<file path="config.mk">
export PLATFORM = sky130hd
export DESIGN_NAME = kwre_div
export DESIGN_NICKNAME = d
export VERILOG_FILES = /design/src/kwre_pkg.sv /design/src/kwre_div.sv
export SDC_FILE = /design/constraint.sdc
export NUM_CORES = 1
export LEC_CHECK = 0
export BUFFER_PORTS_ARGS = -buffer_cell sky130_fd_sc_hd__buf_2
export CAP_MARGIN = 20
export CORE_ASPECT_RATIO = 1.75
export CORE_MARGIN = 4
export CORE_UTILIZATION = 39
export DETAILED_ROUTE_END_ITERATION = 6
export GPL_TIMING_DRIVEN = 0
export PLACE_DENSITY = 0.66
export SYNTH_ARGS = -nofsm -noshare
export SYNTH_HDL_FRONTEND = slang
export SYNTH_SLANG_ARGS = --single-unit
</file>
<file path="constraint.sdc">
create_clock -name clk_i -period 17.6 [get_ports clk_i]
set_clock_uncertainty 0.1 [all_clocks]
set_input_delay 3.52 -clock clk_i [delete_from_list [all_inputs] [get_ports clk_i]]
set_output_delay 3.52 -clock clk_i [all_outputs]
set_load 0.05 [all_outputs]
</file>
<file path="src/kwre_pkg.sv">
`timescale 1ns / 1ps
// kwre_pkg: shared types, register indexes and fixed-point constants of the ratio estimator.
// Also builds the 2^f interpolation table entries. No dependencies.
package kwre_pkg;

  localparam int unsigned CFG_IDX_W = 3;
  localparam logic [CFG_IDX_W-1:0] CFG_EVAL_TIME       = 3'd0;
  localparam logic [CFG_IDX_W-1:0] CFG_EVAL_LANDMARK   = 3'd1;
  localparam logic [CFG_IDX_W-1:0] CFG_INV_BW_TIME     = 3'd2;
  localparam logic [CFG_IDX_W-1:0] CFG_INV_BW_LANDMARK = 3'd3;
  localparam logic [CFG_IDX_W-1:0] CFG_TARGET_GROUP    = 3'd4;

  localparam logic [30:0] LOG2E_Q30   = 31'd1549082005;
  localparam logic [34:0] THREE_Q30   = 35'h0_C000_0000;
  localparam logic [30:0] ONE_Q30     = 31'h4000_0000;
  localparam logic [63:0] SUM_POS_MAX = 64'h7FFF_FFFF_FFFF_FFFF;
  localparam logic [63:0] SUM_NEG_MAX = 64'h8000_0000_0000_0001;

  typedef struct packed {
    logic signed [31:0] eval_time;
    logic signed [31:0] eval_landmark;
    logic [31:0]        inv_bw_time;
    logic [31:0]        inv_bw_landmark;
    logic [1:0]         target_group;
  } cfg_t;

  typedef struct packed {
    logic [31:0]        dist_time;
    logic [31:0]        dist_landmark;
    logic signed [31:0] response;
    logic signed [19:0] score;
    logic               hit;
    logic               last;
  } item_t;

  typedef struct packed {
    logic [63:0] num;
    logic [63:0] den;
    logic        ovf;
  } batch_t;

  typedef struct packed {
    logic signed [31:0] estimate;
    logic               empty_window;
    logic               saturated;
  } result_t;

  function automatic logic [63:0] isqrt64(logic [63:0] x);
    logic [63:0] r;
    logic [63:0] b;
    logic [63:0] xx;
    r  = '0;
    b  = 64'h4000_0000_0000_0000;
    xx = x;
    for (int k = 0; k < 32; k++) begin
      if (b > xx) b = b >> 2;
    end
    for (int k = 0; k < 32; k++) begin
      if (b != 64'd0) begin
        if (xx >= r + b) begin
          xx = xx - (r + b);
          r  = (r >> 1) + b;
        end else begin
          r = r >> 1;
        end
        b = b >> 2;
      end
    end
    return r;
  endfunction

  function automatic logic [31:0] exp_entry(int unsigned i, int unsigned tb);
    logic [63:0] r;
    logic [63:0] e;
    r = 64'd2 << 30;
    for (int unsigned k = 0; k < 8; k++) begin
      if (k < tb) r = isqrt64(r << 30);
    end
    e = 64'd1 << 30;
    for (int unsigned k = 1; k < 256; k++) begin
      if (k <= i) e = (e * r + (64'd1 << 29)) >> 30;
    end
    if (i == (32'd1 << tb)) e = 64'd2 << 30;
    return e[31:0];
  endfunction

endpackage

</file>
<file path="src/kwre_div.sv">
`timescale 1ns / 1ps
// kwre_div: bit-serial restoring division of the batch sums into a saturated Q16.16 ratio.
// Depends on kwre_pkg.
module kwre_div (
  input  logic              clk_i,
  input  logic              rst_ni,
  input  logic              batch_valid_i,
  input  kwre_pkg::batch_t  batch_i,
  output logic              batch_ready_o,
  output logic              res_valid_o,
  output kwre_pkg::result_t res_o,
  input  logic              res_ready_i
);
  import kwre_pkg::*;

  localparam int unsigned QBITS = 47;

  localparam logic [2:0] D_IDLE = 3'd0;
  localparam logic [2:0] D_CHK  = 3'd1;
  localparam logic [2:0] D_RUN  = 3'd2;
  localparam logic [2:0] D_FIX  = 3'd3;
  localparam logic [2:0] D_DONE = 3'd4;

  logic [2:0]       state_q;
  logic [63:0]      nm_q, dm_q, rem_q;
  logic [QBITS-1:0] sreg_q, q_q;
  logic [5:0]       cnt_q;
  logic             neg_q, zero_q, ovf_q;
  result_t          res_q;

  logic [63:0]      trial;
  logic             qbit;
  logic [QBITS-1:0] lim, q_clip;

  assign batch_ready_o = (state_q == D_IDLE);
  assign res_valid_o   = (state_q == D_DONE);
  assign res_o         = res_q;
  assign trial         = {rem_q[62:0], sreg_q[QBITS-1]};
  assign qbit          = (trial >= dm_q);
  assign lim           = neg_q ? QBITS'(33'h0_8000_0000) : QBITS'(33'h0_7FFF_FFFF);
  assign q_clip        = (q_q > lim) ? lim : q_q;

  always_ff @(posedge clk_i) begin
    case (state_q)
      D_IDLE: begin
        nm_q   <= batch_i.num[63] ? (64'd0 - batch_i.num) : batch_i.num;
        dm_q   <= batch_i.den[63] ? (64'd0 - batch_i.den) : batch_i.den;
        neg_q  <= batch_i.num[63] ^ batch_i.den[63];
        zero_q <= (batch_i.den == 64'd0);
        ovf_q  <= batch_i.ovf;
      end
      D_CHK: begin
        rem_q  <= 64'(nm_q[62:31]);
        sreg_q <= {nm_q[30:0], 16'd0};
        q_q    <= '0;
        res_q.saturated    <= ovf_q;
        res_q.empty_window <= zero_q;
        if (zero_q) begin
          res_q.estimate <= '0;
        end else if ({31'd0, nm_q} >= {dm_q, 31'd0}) begin
          res_q.estimate  <= neg_q ? 32'h8000_0000 : 32'h7FFF_FFFF;
          res_q.saturated <= 1'b1;
        end
      end
      D_RUN: begin
        rem_q  <= qbit ? (trial - dm_q) : trial;
        q_q    <= {q_q[QBITS-2:0], qbit};
        sreg_q <= sreg_q << 1;
      end
      D_FIX: begin
        res_q.estimate <= neg_q ? (32'd0 - q_clip[31:0]) : q_clip[31:0];
        if (q_q > lim) res_q.saturated <= 1'b1;
      end
      default: ;
    endcase
  end

  always_ff @(posedge clk_i or negedge rst_ni) begin
    if (!rst_ni) begin
      state_q <= D_IDLE;
      cnt_q   <= '0;
    end else begin
      case (state_q)
        D_IDLE: begin
          if (batch_valid_i) state_q <= D_CHK;
        end
        D_CHK: begin
          cnt_q <= '0;
          if (zero_q || ({31'd0, nm_q} >= {dm_q, 31'd0})) state_q <= D_DONE;
          else state_q <= D_RUN;
        end
        D_RUN: begin
          cnt_q <= cnt_q + 6'd1;
          if (cnt_q == 6'(QBITS - 1)) state_q <= D_FIX;
        end
        D_FIX: state_q <= D_DONE;
        D_DONE: begin
          if (res_ready_i) state_q <= D_IDLE;
        end
        default: state_q <= D_IDLE;
      endcase
    end
  end

endmodule

</file>
* Word level (Yosys, flattened, before mapping)
Cells that the tools add are included.
Storage, ports and cells: register bits after elaboration 331, word-level logic and storage cells 65, input port bits 133
Operators by class: reductions and logical operators 8, mux-type cells 23, $add $sub $neg 5, magnitude comparators 3, equal/unequal tests 10, bitwise gates (word level) 1
Operator list (number):
- $mux W32 | 6
- $mux W63 | 3
- $pmux W47 S2 | 2
- $sub A1 B64 Y64 const A | 2
- $pmux W63 S2 | 1
- $ge A64 B95 Y1 | 1
- $ge A64 B64 Y1 | 1
- $logic_not A64 Y1 | 1
- $pmux W32 S2 | 1
- $sub A63 B63 Y63 | 1
- $gt A47 B32 Y1 | 1
- $sub A1 B32 Y32 const A | 1
- $pmux W3 S5 | 1
- $mux W3 | 4
- $pmux W6 S2 | 1
- $add A6 B1 Y6 const B | 1
- $eq A3 B2 Y1 const B | 2
- $eq A6 B6 Y1 const B | 1
- $ne A2 B2 Y1 const B | 3
- $reduce_and A2 Y1 | 2
- $reduce_bool A2 Y1 | 2
- $eq A3 B1 Y1 const B | 1
- $eq A3 B3 Y1 const B | 1
- $logic_not A3 Y1 | 1
- other kinds (7) | 9

* Longest topological paths before layout
Gate-level depths: netlist of run 1.
depth in word-level cells 6, mapped depth 23

* Worst setup path after synthesis of run 1
No wires, ideal clock.
path type reg2out, from reg state_q[0], to out batch_ready_o, required time 13.980 ns, slack 3.657 ns, data arrival time 10.323 ns, stages on the path, launching flop included 2, path through dfrtp_1 -> nor3_1
Between the ends: cells in the longest elaborated chain, start to end 1
Ends and longest elaborated chain:
- start: declaration | line kwre_div.sv:24 | logic [2:0] state_q;
- start signal: assignment | line kwre_div.sv:80 | state_q <= D_IDLE;
- start signal: assignment | line kwre_div.sv:85 | if (batch_valid_i) state_q <= D_CHK;
- start signal: assignment | line kwre_div.sv:89 | if (zero_q || ({31'd0, nm_q} >= {dm_q, 31'd0})) state_q <= D_DONE;
- $logic_not A3 Y1 | line kwre_div.sv:35 | assign batch_ready_o = (state_q == D_IDLE);
- end: declaration | line kwre_div.sv:9 | output logic batch_ready_o,
No other way between the ends.

* Final worst setup path of run 1
from reg neg_q, to reg res_q, in the netlist res_o[26] (data pin)
Between the ends: cells in the longest elaborated chain, start to end 6, elaborated cells on any way between the ends 9
Ends and longest elaborated chain:
- start: declaration | line kwre_div.sv:28 | logic neg_q, zero_q, ovf_q;
- start signal: assignment | line kwre_div.sv:48 | neg_q <= batch_i.num[63] ^ batch_i.den[63];
- $mux W32 | line kwre_div.sv:40, kwre_div.sv:61
- $gt A47 B32 Y1 | line kwre_div.sv:41 | assign q_clip = (q_q > lim) ? lim : q_q;
- $mux W32 | line kwre_div.sv:41
- $sub A1 B32 Y32 | line kwre_div.sv:71 | res_q.estimate <= neg_q ? (32'd0 - q_clip[31:0]) : q_clip[31:0];
- $mux W32 | line kwre_div.sv:71
- $pmux W32 S2 (*) | line kwre_div.sv:44 | case (state_q)
- end: declaration | line kwre_div.sv:29 | result_t res_q;
Mark *: on every way between the ends. The rest lies on a longest branch, timed or not. The select of a mux whose other input is x is not followed. A chain may end at the register's enable or synchronous reset.

==> metrics.csv, run 1 <==
stage,metric,value,unit
run_status,run_status,completed,
clock_network,insertion_delay,590,ps
setup_path,cp_top_family,buffers and inverters,
yosys,synth_flop_cell,edfxtp_1,
clock_network,ctsResizeCount,0,
place,dpl_worst_slack,10210,ps
timing,setup_ws,10780,ps
floorplan,die_w,184,um
floorplan,ios,169,
layout,diodes,0,
setup_path,critPathMaxFanout,25,
yosys,ys_seq_area_share,44.8,%
yosys,synth_area_leader_cell,edfxtp_1,
layout,layout.nets,2641,
setup_path,path_buf_inv,6,
timing,rsz0062_at_grt,no,
drt,drc,0,
timing,fmax,147,MHz
drt,first_pass_iters,6,
layout,fin_cells,3078,
timing,worst_slew_pin_slew,1070,ps
layout,area_growth,13.6,%
timing,period_share,38.8,%
pwr,cellPowerDensity,212,nW/um^2
place,gp_congestion,0.922,
yosys,netlist_area,21000,sq um
place,place_inst,3024,
hold_path,hold_class,reg -> reg,
yosys,yosysWarnings,0,
pwr,p_leak,0.00933,uW
setup_path,cp-end-kind,flop,
setup_path,crit_type,reg -> reg,
timing,drv_slew,0,
yosys,synthCells,2160,
setup_path,critPathSlowestCell,edfxtp_1,
global_route,grt_pass1_vias,17871,
yosys,synth_edf_count,306,
pwr,peakVddDrop,0.0992,mV
timing,relSlewSlack,28.5,%
clock_network,post_cts_buffers,0,
drt,drt_iter0_markers,903,
place,dp_hpwl,50.2,mm
setup_path,crit_chain,"buf_16, inv_1, clkbuf_1, ha_1, nor2b_1, o21ai_0, a21oi_1, o31a_1, o21ai_0, a31o_2, nand2_1, clkbuf_1, nand2_1, o21ai_0, ha_1, clkbuf_1, nand2_1, and4b_1, clkbuf_1, nand3_1, o31ai_1, xnor2_1, o21ai_0, a21oi_1",
clock_network,cts_sinks,315,
floorplan,die_h,315,um
place,io_buffer_count,166,
yosys,synth-seq-cells,315,
yosys,synth_top_area_share,43.7,%
drt,routed_via_density,5.65,
yosys,ys_top_cells_by_area,"edfxtp_1 44%, ha_1 8.0%, xnor2_1 6.5%",
setup_path,start_kind,flop,
drt,drt-total-wl,62.8,mm
timing,finalSetupViolCount,0,
clock_network,cts_buffer_depth,3,
global_route,antenna_found_initial,0,
setup_path,critPathMaxStageDelay,640,ps
clock_network,h-tree-depth,1,
global_route,grt_usage,21.1,%
flow_run,maxCapViolations,0,
floorplan,start_util,39.4,%
floorplan,die_area,57800,sq um
yosys,synth-async-reset-ratio,2.86,%
setup_path,crit_arrival,7040,ps
clock_network,cts_root_buf,clkbuf_16,
yosys,synth_cell_type_count,79,
drt,postRouteAntennaNets,0,
yosys,syn_nets,2428,
clock_network,clk_pin_slew_worst_paths,70,ps
clock_network,numCtsBuffers,30,
yosys,syn_avg_cell_area,9.73,sq um
floorplan,coreArea,53400,sq um
clock_network,cts_tree,built,
layout,post-route-util,44.7,%
floorplan,num_rows,112,
layout,drive_gt1_share,11.5,%
setup_path,cp.required,17820,ps
global_route,gr-total-overflow,0,
clock_network,holdBufCountCts,0,
global_route,grt_max_degree,86,
drt,wire_per_inst,20.4,um
timing,period_needed,6820,ps
drt,vias,17400,
timing,hold_viol_final,0,
global_route,grt_pass1_wl,97.1,mm
## report_power, final
group,switching (uW),internal [uW]
Sequential,219,1330
Clock,300,345
Combinational,1830,1040
Total,2350,2710
## flip-flops by register name, indices dropped and copies added, names as in the netlist
signal / flops
zero_q: 1
dm_q: 64
res_o: 34
neg_q: 1
sreg_q: 31
q_q: 47
cnt_q: 6
rem_q: 63
ovf_q: 1
state_q: 3
nm_q: 64
## through the flow
stage / hold slack, ps / total power, uW / cell area, sq um / TNS [ps]
2_1_floorplan: 345 / 3600 / 21000 / 0
3_5_place_dp: 374 / 4400 / 22900 / 0
3_3_place_gp: 362 / 4380 / 22700 / -810
5_1_grt: 410 / 5440 / 23900 / 0
6_report: 391 / 5060 / 23900 / 0
4_1_cts: 387 / 5060 / 23900 / 0
## placed cells by master, fill, tap and decap left out, types with 16 or more instances in the layout
cell	netlist	final
nand2_1	264	264
ha_1	134	134
mux2i_1	24	24
and2_1	51	51
edfxtp_1	306	306
o31ai_1	54	54
nor3_1	47	46
a21o_1	53	53
nand4_1	36	36
nand3_1	52	52
xor2_1	28	28
or3_1	22	22
nor2_1	128	128
xnor2_1	155	155
or4_1	28	28
nor2b_1	17	17
clkbuf_16	0	30
clkbuf_1	84	86
inv_1	106	105
buf_2	6	172
nand2b_1	16	16
a21oi_1	128	127
nor4_1	34	34
o21bai_1	17	17
o21ai_0	153	153
## per-layer routing
metal	track usage, %	vias to the layer above	wire length, um
li1	-	8434	-
met1	22.2	8279	22800
met2	40.7	522	33900
met4	10.9	0	3610
met5	0	-	0
met3	2.07	165	2520
## final cells by class
class	instances	area [sq um]
inverter	106	403
fill	5166	29500
multi-input combinational	1641	10800
timing repair buffer	181	1030
tap	684	856
clock buffer	32	758
sequential	315	9410
buffer	98	383
clock inverter	21	193
## Yosys cell counts (6+ instances only)
cell type and count:
o21a_1 15, edfxtp_1 306, ha_1 134, o21ai_0 153
a31oi_1 11, nand2_1 264, nor4_1 34, nor2_1 128
and3_1 10, xnor2_1 155, o41ai_1 14, or4_1 28
a21o_1 53, inv_1 106, nand2b_1 16, and2_1 51
or4_4 6, dfrtp_1 9, a22o_1 10, nand3_1 52
xor2_1 28, o211ai_1 12, o221ai_1 6, nor2b_1 17
a21oi_1 128, nor3_1 47, o31ai_1 54, o21bai_1 17
a211oi_1 15, o22a_1 6, or3_1 22, nand4_1 36
buf_2 6, or2_2 11, nand3b_1 6, mux2i_1 24
buf_1 6, clkbuf_1 84
## worst paths after layout
kind / depth (start not counted) / start / slack, ps / endpoint
max in group asynchronous: 1 / rst_ni / 14460 / state_q[0]$_DFFE_PN0P_
setup / recovery: 24 / neg_q$_DFFE_PP_ / 10780 / res_o[26]$_DFFE_PP_
hold reg to reg: 1 / cnt_q[3]$_DFFE_PN0P_ / 390 / cnt_q[3]$_DFFE_PN0P_
hold / removal: 1 / cnt_q[3]$_DFFE_PN0P_ / 390 / cnt_q[3]$_DFFE_PN0P_
setup reg to reg: 24 / neg_q$_DFFE_PP_ / 10780 / res_o[26]$_DFFE_PP_
min in group asynchronous: 1 / rst_ni / 2700 / cnt_q[2]$_DFFE_PN0P_
## cells by family after synthesis
logic type	Yosys count	synth area share, %
DFF	315	44.8
adders and majority gates	135	8.07
buffers and inverters	204	3.71
AOI/OAI and AO/OA	552	17.1
xor gates and xnor gates	183	7.62
muxes	25	1.20
and+or+nand+nor	746	17.6
Note: power is estimated with default switching activity, not from simulation.
==> inputs of run 2 (changes only) <==
--- a/config.mk
+++ b/config.mk
@@ -5,6 +5,7 @@
 export SDC_FILE = /design/constraint.sdc
 export NUM_CORES = 1
 export LEC_CHECK = 0
+export ABC_AREA = 1
 export BUFFER_PORTS_ARGS = -buffer_cell sky130_fd_sc_hd__buf_2
 export CAP_MARGIN = 20
 export CORE_ASPECT_RATIO = 1.75
@@ -12,7 +13,7 @@
 export CORE_UTILIZATION = 39
 export DETAILED_ROUTE_END_ITERATION = 6
 export GPL_TIMING_DRIVEN = 0
-export PLACE_DENSITY = 0.66
+export PLACE_DENSITY = 0.68
 export SYNTH_ARGS = -nofsm -noshare
 export SYNTH_HDL_FRONTEND = slang
 export SYNTH_SLANG_ARGS = --single-unit
==> constraint.sdc (replaced) <==
create_clock -name clk_i -period 5.5 [get_ports clk_i]
set_clock_uncertainty 0.1 [all_clocks]
set_input_delay 1.1 -clock clk_i [delete_from_list [all_inputs] [get_ports clk_i]]
set_output_delay 1.1 -clock clk_i [all_outputs]
set_load 0.05 [all_outputs]
==> run 2 against run 1 <==
Net effect: flip-flop and latch count unchanged; count of clock-buffer cells in the layout is 11 higher; core utilization fell by 0.059 points.
==> metrics.csv, run 2 <==
stage,metric,value,unit
global_route,grt_pass1_vias,19372,
setup_path,crit_type,reg -> reg,
floorplan,start_util,39.4,%
setup_path,critPathSlowestCell,edfxtp_1,
timing,rsz0062_at_grt,no,
drt,drc,0,
yosys,synth_edf_count,306,
floorplan,die_area,62000,sq um
setup_path,cp-end-kind,flop,
drt,first_pass_iters,5,
clock_network,clk_pin_slew_worst_paths,60,ps
setup_path,startpoint,neg_q$_DFFE_PP_,
yosys,muxShareOfSynthArea,0.0443,%
yosys,ys_seq_area_share,41.7,%
clock_network,holdBufCountCts,0,
yosys,synth_most_common_cell,nand2_1,
drt,drt_iter0_markers,1082,
yosys,synth_xor_area_share,6.82,%
setup_path,path_buf_inv,6,
yosys,ys_top_cells_by_area,"edfxtp_1 41%, nand2_1 9.1%, ha_1 7.4%",
place,dp_hpwl,54.4,mm
yosys,synth_area_leader_cell,edfxtp_1,
setup_path,crit_arrival,4980,ps
global_route,grt_usage,20.4,%
global_route,gr-total-overflow,0,
clock_network,cts_root_buf,clkbuf_16,
layout,area_growth,13.3,%
yosys,yosysWarnings,0,
yosys,synth-seq-cells,315,
timing,relSlewSlack,33.0,%
layout,diodes,0,
setup_path,r2r_cells,26,
clock_network,cts_sinks,315,
place,gp_congestion,1.01,
timing,hold_viol_final,0,
global_route,grt_pass1_wl,101,mm
clock_network,cts_tree,built,
global_route,grt_max_degree,66,
flow_run,maxCapViolations,0,
clock_network,cts_buffer_depth,3,
yosys,synth_cell_type_count,60,
clock_network,numCtsBuffers,31,
yosys,synth-async-reset-ratio,2.86,%
drt,wire_per_inst,17.2,um
timing,period_needed,4740,ps
pwr,peakVddDrop,0.283,mV
yosys,synth_top_family_by_area,simple AND/OR/NAND/NOR gates,
timing,fmax,211,MHz
timing,finalSetupViolCount,0,
hold_path,hold_class,in -> async,
layout,drive_gt1_share,10.8,%
clock_network,h-tree-depth,1,
global_route,antenna_found_initial,1,
yosys,ys_top_cells_by_count,"549 x nand2_1, 390 x inv_1, 342 x nor2_1, 306 x edfxtp_1, 192 x o21ai_0",
layout,layout.cells.most_common,nand2_1,
floorplan,ios,169,
setup_path,reg2reg_setup_slack,760,ps
drt,vias,19558,
pwr,p_leak,0.0110,uW
yosys,synthCells,2811,
floorplan,die_h,326,um
layout,most-common-layout-cells,"548 x nand2_1, 390 x inv_1, 341 x nor2_1",
clock_network,ctsResizeCount,0,
timing,drv_slew,0,
layout,post-route-util,44.7,%
run_status,run_status,completed,
pwr,cellPowerDensity,623,nW/um^2
setup_path,critPathMaxFanout,12,
setup_path,r2r_start,neg_q$_DFFE_PP_,
setup_path,cp_top_family,simple AND/OR/NAND/NOR gates,
yosys,synthAdderAreaFrac,7.51,%
timing,worst_slew_pin_slew,1010,ps
setup_path,critPathMaxStageDelay,680,ps
yosys,syn_avg_cell_area,8.04,sq um
yosys,synth_top_area_share,40.7,%
yosys,syn_nets,3079,
yosys,netlist_area,22600,sq um
setup_path,cp.required,5740,ps
timing,holdWs,278,ps
clock_network,post_cts_buffers,0,
yosys,synthSimpleGateAreaFrac,23.8,%
drt,postRouteAntennaNets,0,
yosys,synth_flop_cell,edfxtp_1,
floorplan,coreArea,57300,sq um
layout,largestRegisters,"dm_q x64, nm_q x64, rem_q x63",
floorplan,num_rows,116,
yosys,synth_compound_area_share,12.1,%
drt,drt-total-wl,65.6,mm
setup_path,reg2reg_to,res_o[28]$_DFFE_PP_,
place,io_buffer_count,167,
drt,routed_via_density,5.13,
timing,period_share,86.2,%
layout,layout.nets,3288,
clock_network,insertion_delay,600,ps
floorplan,die_w,190,um
setup_path,start_kind,flop,
setup_path,critPathMostFrequentCell,nand2_1,
-- run 2: changes by cell type in the layout (fill, tap and decap cells not counted), sizes merged, moves of 46 or more --
cell   delta
xnor2    -64
inv     +298
nand3    +59
o21ai    +54
nand2   +313
and2     -50
nor2    +235
o31ai    -46
xor2     +57
a21oi    +63
-- run 2: worst reg2reg max path: stages (launching register included) --
cell	delay, ps
edfxtp_1	680
clkbuf_1	380
inv_1	150
clkbuf_1	360
ha_1	430
nand3_1	80
nor2_1	100
nand2_1	80
nor2_1	100
nand2_1	70
nand3_2	100
nand2_4	100
buf_6	190
buf_6	170
nand2_1	70
nand2_1	50
inv_1	70
ha_1	200
nand2_1	80
nor2_2	130
nand2_1	110
nand2_2	110
nand2_4	80
nor2_4	200
nand4_1	120
nand3_1	120
nand2_1	60
-- run 2: worst max path at each step --
stage	endpoint	slack (ps)	depth (start not counted)
2_1_floorplan	batch_ready_o	40	3
3_3_place_gp	cnt_q[2]$_DFFE_PN0P_	-2100	7
5_1_grt	res_o[28]$_DFFE_PP_	290	26
3_5_place_dp	res_o[28]$_DFFE_PP_	320	26
6_report	res_o[28]$_DFFE_PP_	760	26
4_1_cts	res_o[28]$_DFFE_PP_	310	26
-- run 2: layout make-up --
class | instances | area, sq um
clock inverters | 15 | 161
multi-input cells | 2024 | 11400
flip-flops and latches | 315 | 9410
fillers | 5728 | 31700
plain buffers | 66 | 312
repair buffers | 176 | 1030
clock buffers | 43 | 841
well taps | 767 | 960
inverters | 406 | 1520
-- run 2: kinds of logic after synthesis --
kind of cell	count (synthesis)
AOI/OAI and AO/OA	491
xor gates and xnor gates	176
adders and majority gates	135
buffers and inverters	472
DFF	315
muxes	1
and+or+nand+nor	1221
-- run 2: stage by stage --
step	total power (uW)	instance area, sq um	cells	setup slack (ps)	setup TNS (ps)
after floorplan	11200	22600	2811	40.9	0
final	16000	25600	3812	759	0
after global placement	13400	24400	3745	-2100	-339600
after global routing	17200	25600	3812	292	0
after detailed placement	13800	24600	3753	320	0
after CTS	16000	25600	3811	306	0
-- run 2: power by group --
part	internal (uW)	leakage, uW	switching, uW
sequential	4260	0.00308	526
combinational	2880	0.00746	6170
clock	1170	0.000473	945
total	8310	0.0110	7640
-- run 2: metal layers --
metal | vias up | global-route usage (%) | wire length [um]
li1 | 9887 | - | -
met1 | 8926 | 20.3 | 23200
met2 | 540 | 39.8 | 35500
met3 | 205 | 1.84 | 2330
met4 | 0 | 12.5 | 4590
met5 | - | 0 | 0
